<file path="src/design/spc_pkg.sv">
`timescale 1ns / 1ps
// Package for the sprite pixel compositor: transaction structs, stage structs,
// register index codes, fill colors and the pixel format codes.
// No dependencies.
package spc_pkg;

  // Coordinate masking width of the clip registers (default, 8..16)
  localparam int CoordBitsDef = 12;

  // Widths
  localparam int ClipW  = 12;
  localparam int PitchW = 13;
  localparam int XyW    = 18;  // pos - hot + off, full signed range
  localparam int IdxW   = 24;
  localparam int ColorW = 32;
  localparam int AddrW  = 5;

  // Register reset values
  localparam logic [ClipW-1:0]  ClipLeftRst   = 12'd0;
  localparam logic [ClipW-1:0]  ClipTopRst    = 12'd0;
  localparam logic [ClipW-1:0]  ClipRightRst  = 12'd639;
  localparam logic [ClipW-1:0]  ClipBottomRst = 12'd479;
  localparam logic [PitchW-1:0] LinePitchRst  = 13'd640;

  // Fill colors and the 5-bit channel mask of RGB555
  localparam logic [ColorW-1:0] FillRed   = 32'h00ff_0000;
  localparam logic [ColorW-1:0] FillWhite = 32'h00ff_ffff;
  localparam logic [4:0]        Chan5Mask = 5'h1f;

  // Pixel format codes
  localparam logic [1:0] FmtUnknown = 2'd0;
  localparam logic [1:0] FmtRgb555  = 2'd1;
  localparam logic [1:0] FmtRgb888  = 2'd2;

  // Register word indexes (byte address / 4)
  typedef enum logic [2:0] {
    REG_CLIP_LEFT   = 3'd0,
    REG_CLIP_TOP    = 3'd1,
    REG_CLIP_RIGHT  = 3'd2,
    REG_CLIP_BOTTOM = 3'd3,
    REG_LINE_PITCH  = 3'd4
  } reg_idx_e;

  // Input transaction
  typedef struct packed {
    logic signed [15:0] pos_x;
    logic signed [15:0] pos_y;
    logic signed [15:0] hot_x;
    logic signed [15:0] hot_y;
    logic [11:0]        off_x;
    logic [11:0]        off_y;
    logic [31:0]        src_pixel;
    logic [1:0]         pixel_format;
    logic [31:0]        key_color;
    logic               no_data;
    logic               visible;
  } pixel_in_t;

  // Output transaction
  typedef struct packed {
    logic              write_enable;
    logic [IdxW-1:0]   write_index;
    logic [ColorW-1:0] write_color;
  } pixel_out_t;

  // Configuration seen by the datapath
  typedef struct packed {
    logic [ClipW-1:0]  clip_left;
    logic [ClipW-1:0]  clip_top;
    logic [ClipW-1:0]  clip_right;
    logic [ClipW-1:0]  clip_bottom;
    logic [PitchW-1:0] line_pitch;
  } cfg_t;

  // Stage 1 -> stage 2
  typedef struct packed {
    logic signed [XyW-1:0] x;
    logic signed [XyW-1:0] y;
    logic                  we_src;
    logic                  visible;
    logic [ColorW-1:0]     color;
  } s1_t;

  // Stage 2 -> stage 3
  typedef struct packed {
    logic              we;
    logic [IdxW-1:0]   x_lo;
    logic [IdxW-1:0]   row_base;
    logic [ColorW-1:0] color;
  } s2_t;

endpackage

</file>
<file path="src/design/spc_cfg_regs.sv">
`timescale 1ns / 1ps
// APB-style register file for clip box and line pitch.
// Depends on spc_pkg.
module spc_cfg_regs import spc_pkg::*; #(
  parameter int COORD_BITS = CoordBitsDef
) (
  input  logic              clk_i,
  input  logic              rst_ni,
  input  logic              psel,
  input  logic              penable,
  input  logic              pwrite,
  input  logic [AddrW-1:0]  paddr,
  input  logic [31:0]       pwdata,
  output logic [31:0]       prdata,
  output logic              pready,
  output cfg_t              cfg_o
);

  // Written clip values keep min(COORD_BITS, 12) low bits
  localparam int KeepW = (COORD_BITS >= ClipW) ? ClipW : COORD_BITS;
  localparam logic [ClipW-1:0] KeepMask = ClipW'((1 << KeepW) - 1);

  logic [ClipW-1:0]  clip_left_q, clip_top_q, clip_right_q, clip_bottom_q;
  logic [PitchW-1:0] line_pitch_q;
  logic              wr_en;
  logic [ClipW-1:0]  wr_clip;
  reg_idx_e          reg_sel;

  assign pready  = 1'b1;
  assign wr_en   = psel && penable && pwrite;
  assign wr_clip = pwdata[ClipW-1:0] & KeepMask;
  assign reg_sel = reg_idx_e'(paddr[AddrW-1:2]);

  // Register writes
  always_ff @(posedge clk_i or negedge rst_ni) begin
    if (!rst_ni) begin
      clip_left_q   <= ClipLeftRst;
      clip_top_q    <= ClipTopRst;
      clip_right_q  <= ClipRightRst;
      clip_bottom_q <= ClipBottomRst;
      line_pitch_q  <= LinePitchRst;
    end else if (wr_en) begin
      unique case (reg_sel)
        REG_CLIP_LEFT:   clip_left_q   <= wr_clip;
        REG_CLIP_TOP:    clip_top_q    <= wr_clip;
        REG_CLIP_RIGHT:  clip_right_q  <= wr_clip;
        REG_CLIP_BOTTOM: clip_bottom_q <= wr_clip;
        REG_LINE_PITCH:  line_pitch_q  <= pwdata[PitchW-1:0];
        default: ;
      endcase
    end
  end

  // Read mux
  always_comb begin
    unique case (reg_sel)
      REG_CLIP_LEFT:   prdata = {20'd0, clip_left_q};
      REG_CLIP_TOP:    prdata = {20'd0, clip_top_q};
      REG_CLIP_RIGHT:  prdata = {20'd0, clip_right_q};
      REG_CLIP_BOTTOM: prdata = {20'd0, clip_bottom_q};
      REG_LINE_PITCH:  prdata = {19'd0, line_pitch_q};
      default:         prdata = 32'd0;
    endcase
  end

  assign cfg_o = '{clip_left:   clip_left_q,
                   clip_top:    clip_top_q,
                   clip_right:  clip_right_q,
                   clip_bottom: clip_bottom_q,
                   line_pitch:  line_pitch_q};

endmodule

</file>
<file path="src/design/spc_front.sv">
`timescale 1ns / 1ps
// Stage 1: screen coordinates, color key test and format conversion.
// Depends on spc_pkg.
module spc_front import spc_pkg::*; (
  input  logic      clk_i,
  input  logic      rst_ni,
  input  logic      valid_i,
  input  pixel_in_t data_i,
  output logic      stall_o,
  output logic      valid_o,
  output s1_t       data_o,
  input  logic      stall_i
);

  s1_t  data_d, data_q;
  logic valid_q;
  logic signed [XyW-1:0] pos_x_s, pos_y_s, hot_x_s, hot_y_s, off_x_s, off_y_s;
  logic [15:0] p555;

  assign pos_x_s = XyW'(data_i.pos_x);
  assign pos_y_s = XyW'(data_i.pos_y);
  assign hot_x_s = XyW'(data_i.hot_x);
  assign hot_y_s = XyW'(data_i.hot_y);
  assign off_x_s = $signed({6'd0, data_i.off_x});
  assign off_y_s = $signed({6'd0, data_i.off_y});
  assign p555    = data_i.src_pixel[15:0];

  // Coordinates and source color
  always_comb begin
    data_d.x       = pos_x_s - hot_x_s + off_x_s;
    data_d.y       = pos_y_s - hot_y_s + off_y_s;
    data_d.visible = data_i.visible;
    if (data_i.no_data) begin
      data_d.we_src = 1'b1;
      data_d.color  = FillRed;
    end else begin
      case (data_i.pixel_format)
        FmtRgb555: begin
          // bit 15 is dropped; key compares against the zero-extended pixel
          data_d.we_src = {16'd0, p555} != data_i.key_color;
          data_d.color  = {8'd0, p555[14:10] & Chan5Mask, 3'd0,
                           p555[9:5] & Chan5Mask, 3'd0,
                           p555[4:0] & Chan5Mask, 3'd0};
        end
        FmtRgb888: begin
          data_d.we_src = data_i.src_pixel != data_i.key_color;
          data_d.color  = data_i.src_pixel;
        end
        default: begin
          data_d.we_src = 1'b1;
          data_d.color  = FillWhite;
        end
      endcase
    end
  end

  assign stall_o = valid_q && stall_i;

  always_ff @(posedge clk_i or negedge rst_ni) begin
    if (!rst_ni) begin
      valid_q <= 1'b0;
    end else if (!stall_o) begin
      valid_q <= valid_i;
    end
  end

  always_ff @(posedge clk_i) begin
    if (valid_i && !stall_o) begin
      data_q <= data_d;
    end
  end

  assign valid_o = valid_q;
  assign data_o  = data_q;

endmodule

</file>
<file path="src/design/spc_clip_mul.sv">
`timescale 1ns / 1ps
// Stage 2: clip box test and row base multiply (y times line pitch).
// Depends on spc_pkg.
module spc_clip_mul import spc_pkg::*; (
  input  logic clk_i,
  input  logic rst_ni,
  input  cfg_t cfg_i,
  input  logic valid_i,
  input  s1_t  data_i,
  output logic stall_o,
  output logic valid_o,
  output s2_t  data_o,
  input  logic stall_i
);

  s2_t  data_d, data_q;
  logic valid_q;
  logic in_box;
  logic signed [XyW-1:0] left_s, top_s, right_s, bottom_s;
  logic [IdxW-1:0]        y_lo;
  logic [IdxW+PitchW-1:0] prod;

  assign left_s   = $signed({6'd0, cfg_i.clip_left});
  assign top_s    = $signed({6'd0, cfg_i.clip_top});
  assign right_s  = $signed({6'd0, cfg_i.clip_right});
  assign bottom_s = $signed({6'd0, cfg_i.clip_bottom});

  // Inclusive box; an empty box rejects everything
  assign in_box = (data_i.x >= left_s) && (data_i.x <= right_s) &&
                  (data_i.y >= top_s)  && (data_i.y <= bottom_s);

  // Index wraps to 24 bits, so y sign-extended to 24 bits is enough
  assign y_lo = IdxW'(data_i.y);
  assign prod = y_lo * cfg_i.line_pitch;

  always_comb begin
    data_d.we       = data_i.visible && in_box && data_i.we_src;
    data_d.x_lo     = IdxW'(data_i.x);
    data_d.row_base = prod[IdxW-1:0];
    data_d.color    = data_i.color;
  end

  assign stall_o = valid_q && stall_i;

  always_ff @(posedge clk_i or negedge rst_ni) begin
    if (!rst_ni) begin
      valid_q <= 1'b0;
    end else if (!stall_o) begin
      valid_q <= valid_i;
    end
  end

  always_ff @(posedge clk_i) begin
    if (valid_i && !stall_o) begin
      data_q <= data_d;
    end
  end

  assign valid_o = valid_q;
  assign data_o  = data_q;

endmodule

</file>
<file path="src/design/spc_index_out.sv">
`timescale 1ns / 1ps
// Stage 3: final index add, zeroing of skipped pixels, output register.
// Depends on spc_pkg.
module spc_index_out import spc_pkg::*; (
  input  logic       clk_i,
  input  logic       rst_ni,
  input  logic       valid_i,
  input  s2_t        data_i,
  output logic       stall_o,
  output logic       valid_o,
  output pixel_out_t data_o,
  input  logic       stall_i
);

  pixel_out_t data_d, data_q;
  logic       valid_q;

  // Skipped pixels carry zero index and color
  always_comb begin
    data_d.write_enable = data_i.we;
    data_d.write_index  = data_i.we ? (data_i.x_lo + data_i.row_base) : '0;
    data_d.write_color  = data_i.we ? data_i.color : '0;
  end

  assign stall_o = valid_q && stall_i;

  always_ff @(posedge clk_i or negedge rst_ni) begin
    if (!rst_ni) begin
      valid_q <= 1'b0;
    end else if (!stall_o) begin
      valid_q <= valid_i;
    end
  end

  always_ff @(posedge clk_i) begin
    if (valid_i && !stall_o) begin
      data_q <= data_d;
    end
  end

  assign valid_o = valid_q;
  assign data_o  = data_q;

endmodule

</file>
<file path="src/design/sprite_pixel_compositor.sv">
`timescale 1ns / 1ps
// Sprite pixel compositor: clip, color key and RGB555/888 write per pixel.
// An input transaction passes the coordinates/color, clip/multiply and index
// add registers in that order. Throughput one pixel per cycle; a stall holds
// only the stages that are full. Reset empties the pipeline and loads the
// clip box 0..639 x 0..479 and pitch 640. Depends on spc_pkg and submodules.
module sprite_pixel_compositor import spc_pkg::*; #(
  parameter int COORD_BITS = CoordBitsDef
) (
  input  logic             clk_i,
  input  logic             rst_ni,
  // pixel input
  input  logic             in_valid_i,
  input  pixel_in_t        in_data_i,
  output logic             in_stall_o,
  // pixel output
  output logic             out_valid_o,
  output pixel_out_t       out_data_o,
  input  logic             out_stall_i,
  // configuration
  input  logic             psel,
  input  logic             penable,
  input  logic             pwrite,
  input  logic [AddrW-1:0] paddr,
  input  logic [31:0]      pwdata,
  output logic [31:0]      prdata,
  output logic             pready
);

  cfg_t cfg;
  logic s1_valid, s1_stall, s2_valid, s2_stall;
  s1_t  s1_data;
  s2_t  s2_data;

  spc_cfg_regs #(.COORD_BITS(COORD_BITS)) u_cfg (
    .clk_i   (clk_i),
    .rst_ni  (rst_ni),
    .psel    (psel),
    .penable (penable),
    .pwrite  (pwrite),
    .paddr   (paddr),
    .pwdata  (pwdata),
    .prdata  (prdata),
    .pready  (pready),
    .cfg_o   (cfg)
  );

  spc_front u_front (
    .clk_i   (clk_i),
    .rst_ni  (rst_ni),
    .valid_i (in_valid_i),
    .data_i  (in_data_i),
    .stall_o (in_stall_o),
    .valid_o (s1_valid),
    .data_o  (s1_data),
    .stall_i (s1_stall)
  );

  spc_clip_mul u_clip (
    .clk_i   (clk_i),
    .rst_ni  (rst_ni),
    .cfg_i   (cfg),
    .valid_i (s1_valid),
    .data_i  (s1_data),
    .stall_o (s1_stall),
    .valid_o (s2_valid),
    .data_o  (s2_data),
    .stall_i (s2_stall)
  );

  spc_index_out u_out (
    .clk_i   (clk_i),
    .rst_ni  (rst_ni),
    .valid_i (s2_valid),
    .data_i  (s2_data),
    .stall_o (s2_stall),
    .valid_o (out_valid_o),
    .data_o  (out_data_o),
    .stall_i (out_stall_i)
  );

  // Skipped pixels must come out with zero index and color
  a_skip_zero: assert property (@(posedge clk_i) disable iff (!rst_ni)
    out_valid_o && !out_data_o.write_enable |->
      out_data_o.write_index == '0 && out_data_o.write_color == '0)
    else $error("skipped pixel carries nonzero fields");

  // Back pressure at the input only comes from a full pipe stalled at the output
  a_stall_source: assert property (@(posedge clk_i) disable iff (!rst_ni)
    in_stall_o |-> s1_valid && s2_valid && out_valid_o && out_stall_i)
    else $error("input stalled without a full stalled pipe");

  // A stalled first stage keeps its transaction
  a_s1_hold: assert property (@(posedge clk_i) disable iff (!rst_ni)
    s1_valid && s1_stall |=> s1_valid && $stable(s1_data))
    else $error("stage 1 transaction lost under stall");

  // A stalled row base stage keeps its transaction
  a_s2_hold: assert property (@(posedge clk_i) disable iff (!rst_ni)
    s2_valid && s2_stall |=> s2_valid && $stable(s2_data))
    else $error("stage 2 transaction lost under stall");

endmodule

</file>
<file path="config.mk">
export PLATFORM = sky130hd
export DESIGN_NAME = sprite_pixel_compositor
export DESIGN_NICKNAME = d
export VERILOG_FILES = /design/src/design/spc_pkg.sv /design/src/design/spc_cfg_regs.sv /design/src/design/spc_front.sv /design/src/design/spc_clip_mul.sv /design/src/design/spc_index_out.sv /design/src/design/sprite_pixel_compositor.sv
export SDC_FILE = /design/constraint.sdc
export NUM_CORES = 1
export LEC_CHECK = 0
export ABC_AREA = 1
export ABC_CLOCK_PERIOD_IN_PS = 8600
export BUFFER_PORTS_ARGS = -buffer_cell sky130_fd_sc_hd__buf_2
export CORE_MARGIN = 2
export CORE_UTILIZATION = 41
export CTS_BUF_LIST = sky130_fd_sc_hd__clkbuf_4 sky130_fd_sc_hd__clkbuf_8
export DETAILED_ROUTE_END_ITERATION = 10
export GPL_TIMING_DRIVEN = 1
export SLEW_MARGIN = 30
export SYNTH_ARGS = -nofsm -noshare
export SYNTH_HDL_FRONTEND = slang
export SYNTH_HIERARCHICAL = 1
export SYNTH_SLANG_ARGS = --single-unit
</file>
<file path="constraint.sdc">
create_clock -name clk_i -period 8.6 [get_ports clk_i]
set_clock_uncertainty 0.05 [all_clocks]
set_input_delay 1.72 -clock clk_i [delete_from_list [all_inputs] [get_ports clk_i]]
set_output_delay 1.72 -clock clk_i [all_outputs]
set_load 0.05 [all_outputs]
</file>
# Word level (Yosys, flattened, before mapping)
# Index checks and enable logic that the tools add are counted.
# totals
reg_bits	266
latch_bits	0
mem_bits_rw	0
mem_bits_ro	0
inputBits	200
output_inout_bits	92
wordCells	63
n_memories	0
# classes
n_addsub	5
n_mul	1
n_div	0
magnitude_cmp	4
eq_ne	8
shifts	0
n_mux	3
n_bitwise	0
reduce_logical	22
# ops
cell	count
13-bit case mux with 5 select lines	1
32-bit case mux with 2 select lines	1
18-bit by 13-bit adder with 18-bit output	2
18-bit by 13-bit greater-or-equal comparator with 1-bit output	2
18-bit by 13-bit less-or-equal comparator with 1-bit output	2
16-bit by 16-bit subtractor with 17-bit output	2
16-bit by 32-bit inequality test with 1-bit output	1
32-bit inequality test	1
24-bit adder	1
24-bit by 13-bit multiplier with 24-bit output	1
1-bit logical AND	13
2-bit AND reduction	5
3-bit by 2-bit == test with 1-bit output (second input constant)	2
3-bit by 1-bit == test with 1-bit output (second input constant)	1
3-bit == test (second input constant)	1
1-bit logical NOT	3
3-bit logical NOT	1
2-bit by 1-bit == test with 1-bit output (second input constant)	1
2-bit == test (second input constant)	1
1-bit case mux with 2 select lines	1

# Longest topological paths before layout
# Gate-level depths: netlist of the first run.
# depth
word_depth	6
depth_mapped	24
ltp_nobuf	22

# Cells and area by module
# The synthesis of the first run kept the hierarchy.
# by_module_without_submodules
mod	n_inst	cells_per_inst	area_each_um2	seq_area_each_um2
spc_clip_mul	1	1336	10958.0	2277.2
spc_front	1	772	5998.3	2127.0
spc_index_out	1	518	3860.0	1736.7
spc_cfg_regs	1	385	3244.4	1549.0

# Least setup slack after synthesis of the first run
# Ideal clock, no wire load.
# synth_timing
path_kind	input port to flip-flop
from	input out_stall_i
to	register u_front.data_q, in the netlist u_front/data_o[0], enable pin
arrival_time_ps	5223
required_ps	8051
path_slack_ps	2828
stages	7
path_buffers	0
cell_sequence	nand2_1 inv_1 nand2_1 inv_1 nand2_1 inv_1 nor2_1
# synth_via
elab_chain_len	5
# synth_rtl
element	line_no	source
start: declaration	sprite_pixel_compositor.sv:19	input logic out_stall_i,
1-bit logical AND	spc_index_out.sv:25	assign stall_o = valid_q && stall_i;
named net s2_stall	sprite_pixel_compositor.sv:31	logic s1_valid, s1_stall, s2_valid, s2_stall;
1-bit logical AND	spc_clip_mul.sv:43	assign stall_o = valid_q && stall_i;
named net s1_stall	sprite_pixel_compositor.sv:31	
1-bit logical AND	spc_front.sv:57	assign stall_o = valid_q && stall_i;
named net in_stall_o	sprite_pixel_compositor.sv:15	output logic in_stall_o,
1-bit logical NOT	--	
1-bit logical AND	spc_front.sv:68	if (valid_i && !stall_o) begin
end signal: assignment	spc_front.sv:69	data_q <= data_d;
end: declaration	spc_front.sv:15	s1_t data_d, data_q;
# The timed path passes the listed nets, and every way through them passes these cells.
# A chain may end at the register's enable or synchronous reset.

==> results of run 1 <==
## worst reg2reg max path: stages, from the launching register on
cell and delay, ps:
dfrtp_1 790, nand2_1 260, fa_1 540, inv_1 80, fa_1 630, inv_1 110
fa_1 530, inv_1 50, fa_1 470, inv_1 70, fa_1 560, inv_1 50
ha_1 390, nand2_1 100, nor2_1 150, nand2_1 70, inv_1 70, nand4_1 80
nand3_1 140, inv_1 60, nand3_1 70, nand2_1 90
## metrics by stage
stage | setup WS, ps | instance area (um^2) | cells | hold slack (ps) | utilization (%)
2_1_floorplan | 2830 | 24100 | 3029 | 350 | -
3_3_place_gp | 2860 | 25800 | 3952 | 351 | 44.7
3_5_place_dp | 2860 | 25800 | 3952 | 355 | 44.7
4_1_cts | 2860 | 26800 | 4038 | 344 | 46.4
5_1_grt | 2540 | 26800 | 4039 | 345 | 46.4
6_report | 2950 | 26800 | 4040 | 341 | 46.4
## Yosys cell counts (2+ instances only)
master,count
nand2_1,858
inv_1,748
edfxtp_1,202
fa_1,191
ha_1,162
nor2_1,156
nand3_1,112
a21oi_1,96
o21ai_0,82
dfrtp_1,46
clkbuf_1,35
buf_4,33
nand4_1,31
xor2_1,27
o21ai_2,25
xnor2_1,21
dfstp_2,18
buf_2,17
nand2_2,15
nor3_1,14
buf_6,9
nor2_2,8
o21ai_1,8
nor2_4,7
buf_1,6
nand3_2,6
a21o_1,5
inv_2,5
nand2_4,5
nand3b_1,5
o211ai_1,5
or2_2,5
and2_1,4
o21a_1,4
o21bai_1,4
a21oi_2,3
a31oi_1,3
nor4_1,3
o2111ai_1,3
a22oi_1,2
conb_1,2
nand3_4,2
nor3_4,2
or2_1,2
xor2_2,2
## power by group through the flow
stage | registers (mW) | clock network (mW) | logic (mW)
floorplan | 2.17 | 0 | 4.90
global placement | 2.20 | 0 | 6.46
detailed placement | 2.21 | 0 | 6.50
CTS | 2.18 | 1.26 | 6.53
global route | 2.21 | 1.31 | 7.48
finish | 2.18 | 1.22 | 6.45
## metal layers
metal / global-route usage (%) / vias to the layer above
li1: - / 9546
met4: 4.41 / 0
met5: 0 / -
met2: 31.3 / 448
met1: 27.6 / 8638
met3: 2.64 / 63
## logic make-up after synthesis
logic type | count (synthesis)
simple gates | 1239
compound gates | 244
buf+inv | 857
xor+xnor | 50
fa+ha+maj | 353
flops | 266
other cells | 2
## state kept, by name (all words and copies together) (netlist names)
register	count
u_clip/data_o	75
u_cfg/clip_left_q	12
u_out/data_o	57
u_front/data_o	70
u_cfg/line_pitch_q	13
u_cfg/clip_bottom_q	12
u_out/valid_o	1
u_cfg/clip_right_q	12
u_front/valid_o	1
u_clip/valid_o	1
u_cfg/clip_top_q	12
## layout make-up
class,count,share of cell area [%]
Sequential cell,266,28.7
Timing Repair Buffer,260,5.00
Clock inverter,22,0.742
Antenna cell,1,0.00933
Clock buffer,64,2.91
Inverter,756,10.6
Multi-Input combinational cell,1906,48.5
Tap cell,765,3.57
## path summary, 6_finish.rpt
| kind | from | to | slack [ps] | cells after the start |
|---|---|---|---|---|
| setup reg to reg | u_cfg/line_pitch_q[1] | u_clip/data_o[55] | 2950 | 21 |
| hold / removal | u_front/data_o[25] | u_clip/data_o[25] | 340 | 0 |
| setup / recovery | u_cfg/line_pitch_q[1] | u_clip/data_o[55] | 2950 | 21 |
| max in group asynchronous | rst_ni | u_cfg/clip_left_q[11] | 6670 | 2 |
| hold reg to reg | u_front/data_o[25] | u_clip/data_o[25] | 340 | 0 |
| min in group asynchronous | rst_ni | u_cfg/clip_top_q[4] | 1260 | 2 |
==> impl_results.md, run 1 <==
- GPL Wtd Cong: between 0.9 and 1
- DRC: 0
- Worst-case clock buffer depth: 3
- F_max: 177 MHz
- Crit-path cells: nand2_1 -> fa_1 -> inv_1 -> fa_1 -> inv_1 -> fa_1 -> inv_1 -> fa_1 -> inv_1 -> fa_1 -> inv_1 -> ha_1 -> nand2_1 -> nor2_1 -> nand2_1 -> inv_1 -> nand4_1 -> nand3_1 -> inv_1 -> nand3_1 -> nand2_1
- DIE AREA: about 61000 um^2
- H-Tree Level Count: 2
- Synthesis-stage register bit count: approximately 270
- Total track usage: 19.4%
- Global-route wire length before repair: between 90000 and 100000 um
- WL final: roughly 58000 um
- Worst hold path type: reg -> reg
- Most frequent cells in the layout: 858 x nand2_1, 748 x inv_1, 250 x buf_2
- Port bufs: 250
- Min cycle time layout: 5650 ps
- Post-cts gate resize count: 0
- Cells after Synth: between 3000 and 4000
- Most common cell after layout, fill and taps aside: nand2_1
- NetSw: around 5.0 mW
- Crit start category: flip-flop
- Yosys top cell area share: between 20% and 30%
- Final Hold Fails: 0
- Total grt overflow: 0
- Met3 wire len: approximately 3200 um
- Slew Limit Fails: 0
- Clock power frac: roughly an eighth
- Bufs and invs on worst path: 7
- Yosys warnings: 6
- Mean area per synthesized cell: approximately 8.0 um^2
- Die height: 246 um
- Sequential share of power: between 20 and 25%
- Area contributors post-synth: edfxtp_1 25%, fa_1 16%, nand2_1 13%
- Starting Density: a little over two fifths
- Area delta synth->final: 11.5%
- Compound-Gate Fraction of Synth Area: under 10%
- Synth Flop Type: edfxtp_1
- Main combinational cell family by area after synthesis: adder cells
- EDFF count, synth: between 200 and 250
- Status: complete, no violations
- Core area: between 50000 and 60000 um^2
- CP max stage delay: roughly 790 ps
- Synth Area in Simple Gates: a little over a fifth
- Layout fillers: 5822
- Max cap viols: 0
- 1st-iter DRT viols: 1096
- Synth async-reset ratio: about 24%
- Combinational cell fraction of total power: between 60% and 70%
- Internal: just under 5 mW
- Top delay family on crit path: adder cells
- Clk_lat worst skew: 630 ps
- WS Path Type: reg -> reg
- Highest routed metal layer: met4
- Clk sinks: between 200 and 300
- Length of routed met2 wiring: 26800 um
- Clock buffer count from CTS: 46
- Vias per cell: ~4.6
- RSZ-0062 raised after global routing: no
- Row cnt: 88
- Register area: around 7700 um^2
- Die X: around 250 um
- Critical Path RT: between 8000 and 9000 ps
- Slowest CP cell: dfrtp_1
- Xor and xnor area share after synthesis: between 1.5 and 2%
- Sequential-to-total area share from yosys stat: between 30% and 40%
- TNS Setup: 0 ps
- CTS tree: done
- First-pass iteration count of the detailed router: 6
- CP most frequent cell: inv_1
- DR vias: approximately 19000
- Switching part of the total: 50.4%
- Drt wl/cell: ~14 um
- Data arrival, critical path: around 6000 ps
- Mapped Area: around 24000 um^2
- Nets: ~3800
- Post-CTS Hold Fix Bufs: 0
- Adder-Cell Fraction of Synth Area: around a quarter
- Footprint of the multi-input gates: 13000 um^2
- Final period util: 65.7%
- Worst vdd ir: 307 uV
- Post-CTS Setup Bufs: 0
- Final HPWL DP: 45600 um
- Worst-path fanout max: 20
- Clock transition at path regs: 60 ps
- Vias in the first global route: around 18000
- Pin count of the biggest net entering global routing: between 70 and 80
- Share of cells above drive strength 1: ~14%
- Antenna violations before repair: 1
- Root Driver: clkbuf_8
- Top Ports: 292
- Endpoints failing setup: 0
- Post-DRT Antenna Nets: 0
- Pwr Density: between 300 and 400 nW/um^2
- M1 wire length: 27100 um
- Mux share of post-synthesis cell area: 0%
- Leading area contributor after synthesis: edfxtp_1
- Slew at the pin closest to its max-slew limit: about 920 ps
- Slew margin rel.: a little under two fifths
- Final Total Pwr: slightly below 10 mW
- Synth cell types: 57
- Critical path endpoint category: flip-flop
- Static leakage: roughly 15 nW
No activity file was read; power rests on OpenSTA's default activity.
==> run 2: changes to the inputs <==
--- a/config.mk
+++ b/config.mk
@@ -5,8 +5,8 @@
 export SDC_FILE = /design/constraint.sdc
 export NUM_CORES = 1
 export LEC_CHECK = 0
-export ABC_AREA = 1
-export ABC_CLOCK_PERIOD_IN_PS = 8600
+export ABC_AREA = 0
+export ABC_CLOCK_PERIOD_IN_PS = 5500
 export BUFFER_PORTS_ARGS = -buffer_cell sky130_fd_sc_hd__buf_2
 export CORE_MARGIN = 2
 export CORE_UTILIZATION = 41
==> constraint.sdc (replaced) <==
create_clock -name clk_i -period 5.5 [get_ports clk_i]
set_clock_uncertainty 0.05 [all_clocks]
set_input_delay 1.1 -clock clk_i [delete_from_list [all_inputs] [get_ports clk_i]]
set_output_delay 1.1 -clock clk_i [all_outputs]
set_load 0.05 [all_outputs]
==> run 2 against run 1 <==
Compared with the run above:
- first-iteration DRC count shrank 16%
- hold slack gained 24 ps
- non-clock buffer count grew 106
- synthesized area shrank 7.1%
- largest power group unchanged
- clock-buffer cell count grew 5
- sequential share of layout area grew 0.73 points
- clock power grew 67%
- synthesized cell count shrank 29%
- final cell count shrank 20%
==> impl_results.md, run 2 <==
- Synth Flop Type: edfxtp_1
- GPL Wtd Cong: 0.925 (+2.4%)
- Min cycle time layout: 5390 ps (-260 ps)
- Slew Limit Fails: 0 (unchanged)
- Placed cell count: 3109 (-21%)
- Crit path depth: 20 (-4.8%)
- Status: complete, no violations
- Die height: 238 um (-3.5%)
- Die X: 238 um (-3.5%)
- Final period util: 98.0% (+32 points)
- WL final: 55100 um (-5.1%)
- Final Total Pwr: 18.9 mW (+92%)
- H-Tree Level Count: 2 (unchanged)
- Yosys top cell area share: 27.1% (+1.9 points)
- Total grt overflow: 0 (unchanged)
- Mapped Area: 22400 um^2 (-7.1%)
- Most common cell after layout, fill and taps aside: inv_1
- Slowest CP cell: fa_1
- First-pass iteration count of the detailed router: 5 (-1)
- Pin count of the biggest net entering global routing: 76 (unchanged)
- Combinational cell fraction of total power: 71.2% (+5.7 points)
- Yosys warnings: 6 (unchanged)
- Pre-CTS WS: -6.47 ps (-2870 ps)
- Port bufs: 250 (unchanged)
- Reg2Reg Setup Slack: 110 ps (-2840 ps)
- DR vias: 16400 (-12%)
- Finished Core Util: 48.6% (+2.2 points)
- Top Ports: 292 (unchanged)
- Vias per cell: 5.09 (+10%)
- Slew margin rel.: 31.2% (-7.2 points)
- 1st-iter DRT viols: 924 (-16%)
- Clock power frac: 10.8% (-1.6 points)
- Pwr Density: 722 nW/um^2 (+97%)
- Critical Path RT: 5810 ps (-3090 ps)
- Hold Path Origin: u_front/data_o[14]
- Worst hold path type: reg -> reg
- Most frequent cells after synthesis: 392 x inv_1, 202 x edfxtp_1, 191 x fa_1
- Most frequent cells in the layout: 389 x inv_1, 250 x buf_2, 202 x edfxtp_1
- Crit start category: flip-flop
- WS Path Type: reg -> reg
- Synthesis-stage register bit count: 266 (unchanged)
- Bufs and invs on worst path: 7 (unchanged)
- Starting Density: 41.5% (-0.15 points)
- Antenna violations before repair: 0 (-1)
- Top delay family on crit path: adder cells
- Clk sinks: 266 (unchanged)
- Sequential share of power: 18.0% (-4.1 points)
- Max FFs per register: 75 (unchanged)
- Root Driver: clkbuf_8
- Synth cell types: 93 (+63%)
- R2r worst-path depth: 20 (-4.8%)
- F_max: 185 MHz (+4.8%)
- Worst reg2reg startpoint: u_front/data_o[43]
- Sequential-to-total area share from yosys stat: 34.4% (+2.4 points)
- CP most frequent cell: fa_1
- Post-DRT Antenna Nets: 0 (unchanged)
- Area contributors post-synth: edfxtp_1 27%, fa_1 17%, ha_1 9.1%
- Cells after Synth: 2149 (-29%)
- Final HPWL DP: 43300 um (-5.0%)
- Row cnt: 85 (-3.4%)
- TNS Setup: 0 ps (unchanged)
- Clock transition at path regs: 60 ps (about the same)
- Worst-case clock buffer depth: 3 (unchanged)
- Mean area per synthesized cell: 10.4 um^2 (+30%)
- Hold endpoint: u_clip/data_o[14]
- RSZ-0062 raised after global routing: yes
- Drt wl/cell: 17.1 um (+19%)
- CP max stage delay: 540 ps (-250 ps)
- Crit-path cells: and2_4 -> fa_1 -> inv_1 -> fa_1 -> inv_1 -> fa_1 -> fa_1 -> inv_1 -> fa_1 -> inv_1 -> ha_4 -> nand4_1 -> buf_4 -> a211oi_4 -> buf_6 -> o41ai_4 -> buf_4 -> o211ai_1 -> o311ai_1 -> xnor2_1
- Clock buffer count from CTS: 47 (+2.2%)
- Internal: 10.6 mW (+120%)
- Core area: 53900 um^2 (-6.7%)
- Worst Setup SP: u_front/data_o[43]
- Final Hold Fails: 0 (unchanged)
- DRC: 0 (unchanged)
- Worst-path fanout max: 5 (-75%)
- Finished Layout Cells: 3221 (-20%)
- Worst r2r dst: u_clip/data_o[53]
- Vias in the first global route: 16900 (-6.4%)
- Clk_lat worst skew: 620 ps (about the same)
- Share of cells above drive strength 1: 23.6% (+9.8 points)
- Max cap viols: 0 (unchanged)
- Count leader, synth: inv_1
- Synth async-reset ratio: 24.1% (unchanged)
- Area delta synth->final: 17.1%
- NetSw: 8.29 mW (+67%)
- Post-CTS Hold Fix Bufs: 0 (unchanged)
- Endpoints failing setup: 0 (unchanged)
- EDFF count, synth: 202 (unchanged)
- Switching part of the total: 43.9% (-6.5 points)
- CTS tree: done
- ANT cells: 0 (-1)
- Critical path endpoint category: flip-flop
- WHS Path Cells: 0 (unchanged)
- Total track usage: 19.5% (+0.14 points)
- Nets: 3040 (-20%)
- Global-route wire length before repair: 87900 um (-6.1%)
- Worst vdd ir: 696 uV (+130%)
- Setup ws final: 109 ps (-2840 ps)
- Static leakage: 12.2 nW (-17%)
- Data arrival, critical path: 5700 ps (-250 ps)
- Slew at the pin closest to its max-slew limit: 1030 ps (+105 ps)
- Leading area contributor after synthesis: edfxtp_1
- DIE AREA: 56400 um^2 (-6.9%)
run 2: cell types whose count changed in the layout (fill, tap and decap cells not counted), moves of 88 or more:
cell     previous run  this run
nand2_1           858       171
inv_1             748       389
and2_1              4       160
buf_4               8       101
nor2_1            153        63
nand3_1           112        24
run 2: cell type report:
| class | count | area (um^2) |
|---|---|---|
| clock buffers | 69 | 837 |
| repair buffers | 366 | 2210 |
| multi-input cells | 1414 | 12900 |
| clock inverters | 18 | 220 |
| fillers | 5043 | 27700 |
| well taps | 696 | 871 |
| flip-flops and latches | 266 | 7700 |
| inverters | 392 | 1470 |
run 2: worst max-delay path by stage:
stage / slack (ps) / endpoint
4_1_cts: 20 / u_clip/data_o[55]
6_report: 110 / u_clip/data_o[53]
2_1_floorplan: 30 / u_clip/data_o[55]
3_3_place_gp: -10 / u_clip/data_o[55]
3_5_place_dp: -6 / u_clip/data_o[54]
5_1_grt: -50 / u_clip/data_o[53]
run 2: cell families after synthesis:
logic type / after synthesis / share of synthesized area [%]
mux: 75 / 4.10
flops: 266 / 34.4
xor+xnor: 100 / 3.92
other cells: 2 / 0.0336
compound gates: 328 / 10.0
buf+inv: 487 / 8.80
simple gates: 538 / 12.6
fa+ha+maj: 353 / 26.2
run 2: routing by layer:
metal	up-vias	GRT usage (%)	wire length (um)
met4	0	5.79	1390
met3	87	2.69	2710
met2	449	33.0	26600
met5	-	0	0
met1	8112	26.1	24400
li1	7756	-	-
run 2: power groups by stage:
stage	registers [mW]	logic [mW]	clock network, mW
after floorplan	3.55	8.99	0
after global placement	3.44	12.8	0
after detailed placement	3.45	13.0	0
after CTS	3.41	13.1	2.10
after global routing	3.44	15.2	2.19
final	3.40	13.5	2.04
run 2: repair_timing:
action / CTS / global route
gates resized for setup: 0 / 39
setup buffers: 0 / 25
endpoints found under the hold margin: 0 / 0
endpoints found under the setup margin: 0 / 9
run 2: metrics by stage:
| stage | hold slack, ps | cell area, um^2 |
|---|---|---|
| floorplan | 350 | 22400 |
| detailed placement | 355 | 24800 |
| finish | 365 | 26200 |
| global placement | 351 | 24800 |
| global route | 354 | 26200 |
| CTS | 347 | 25900 |
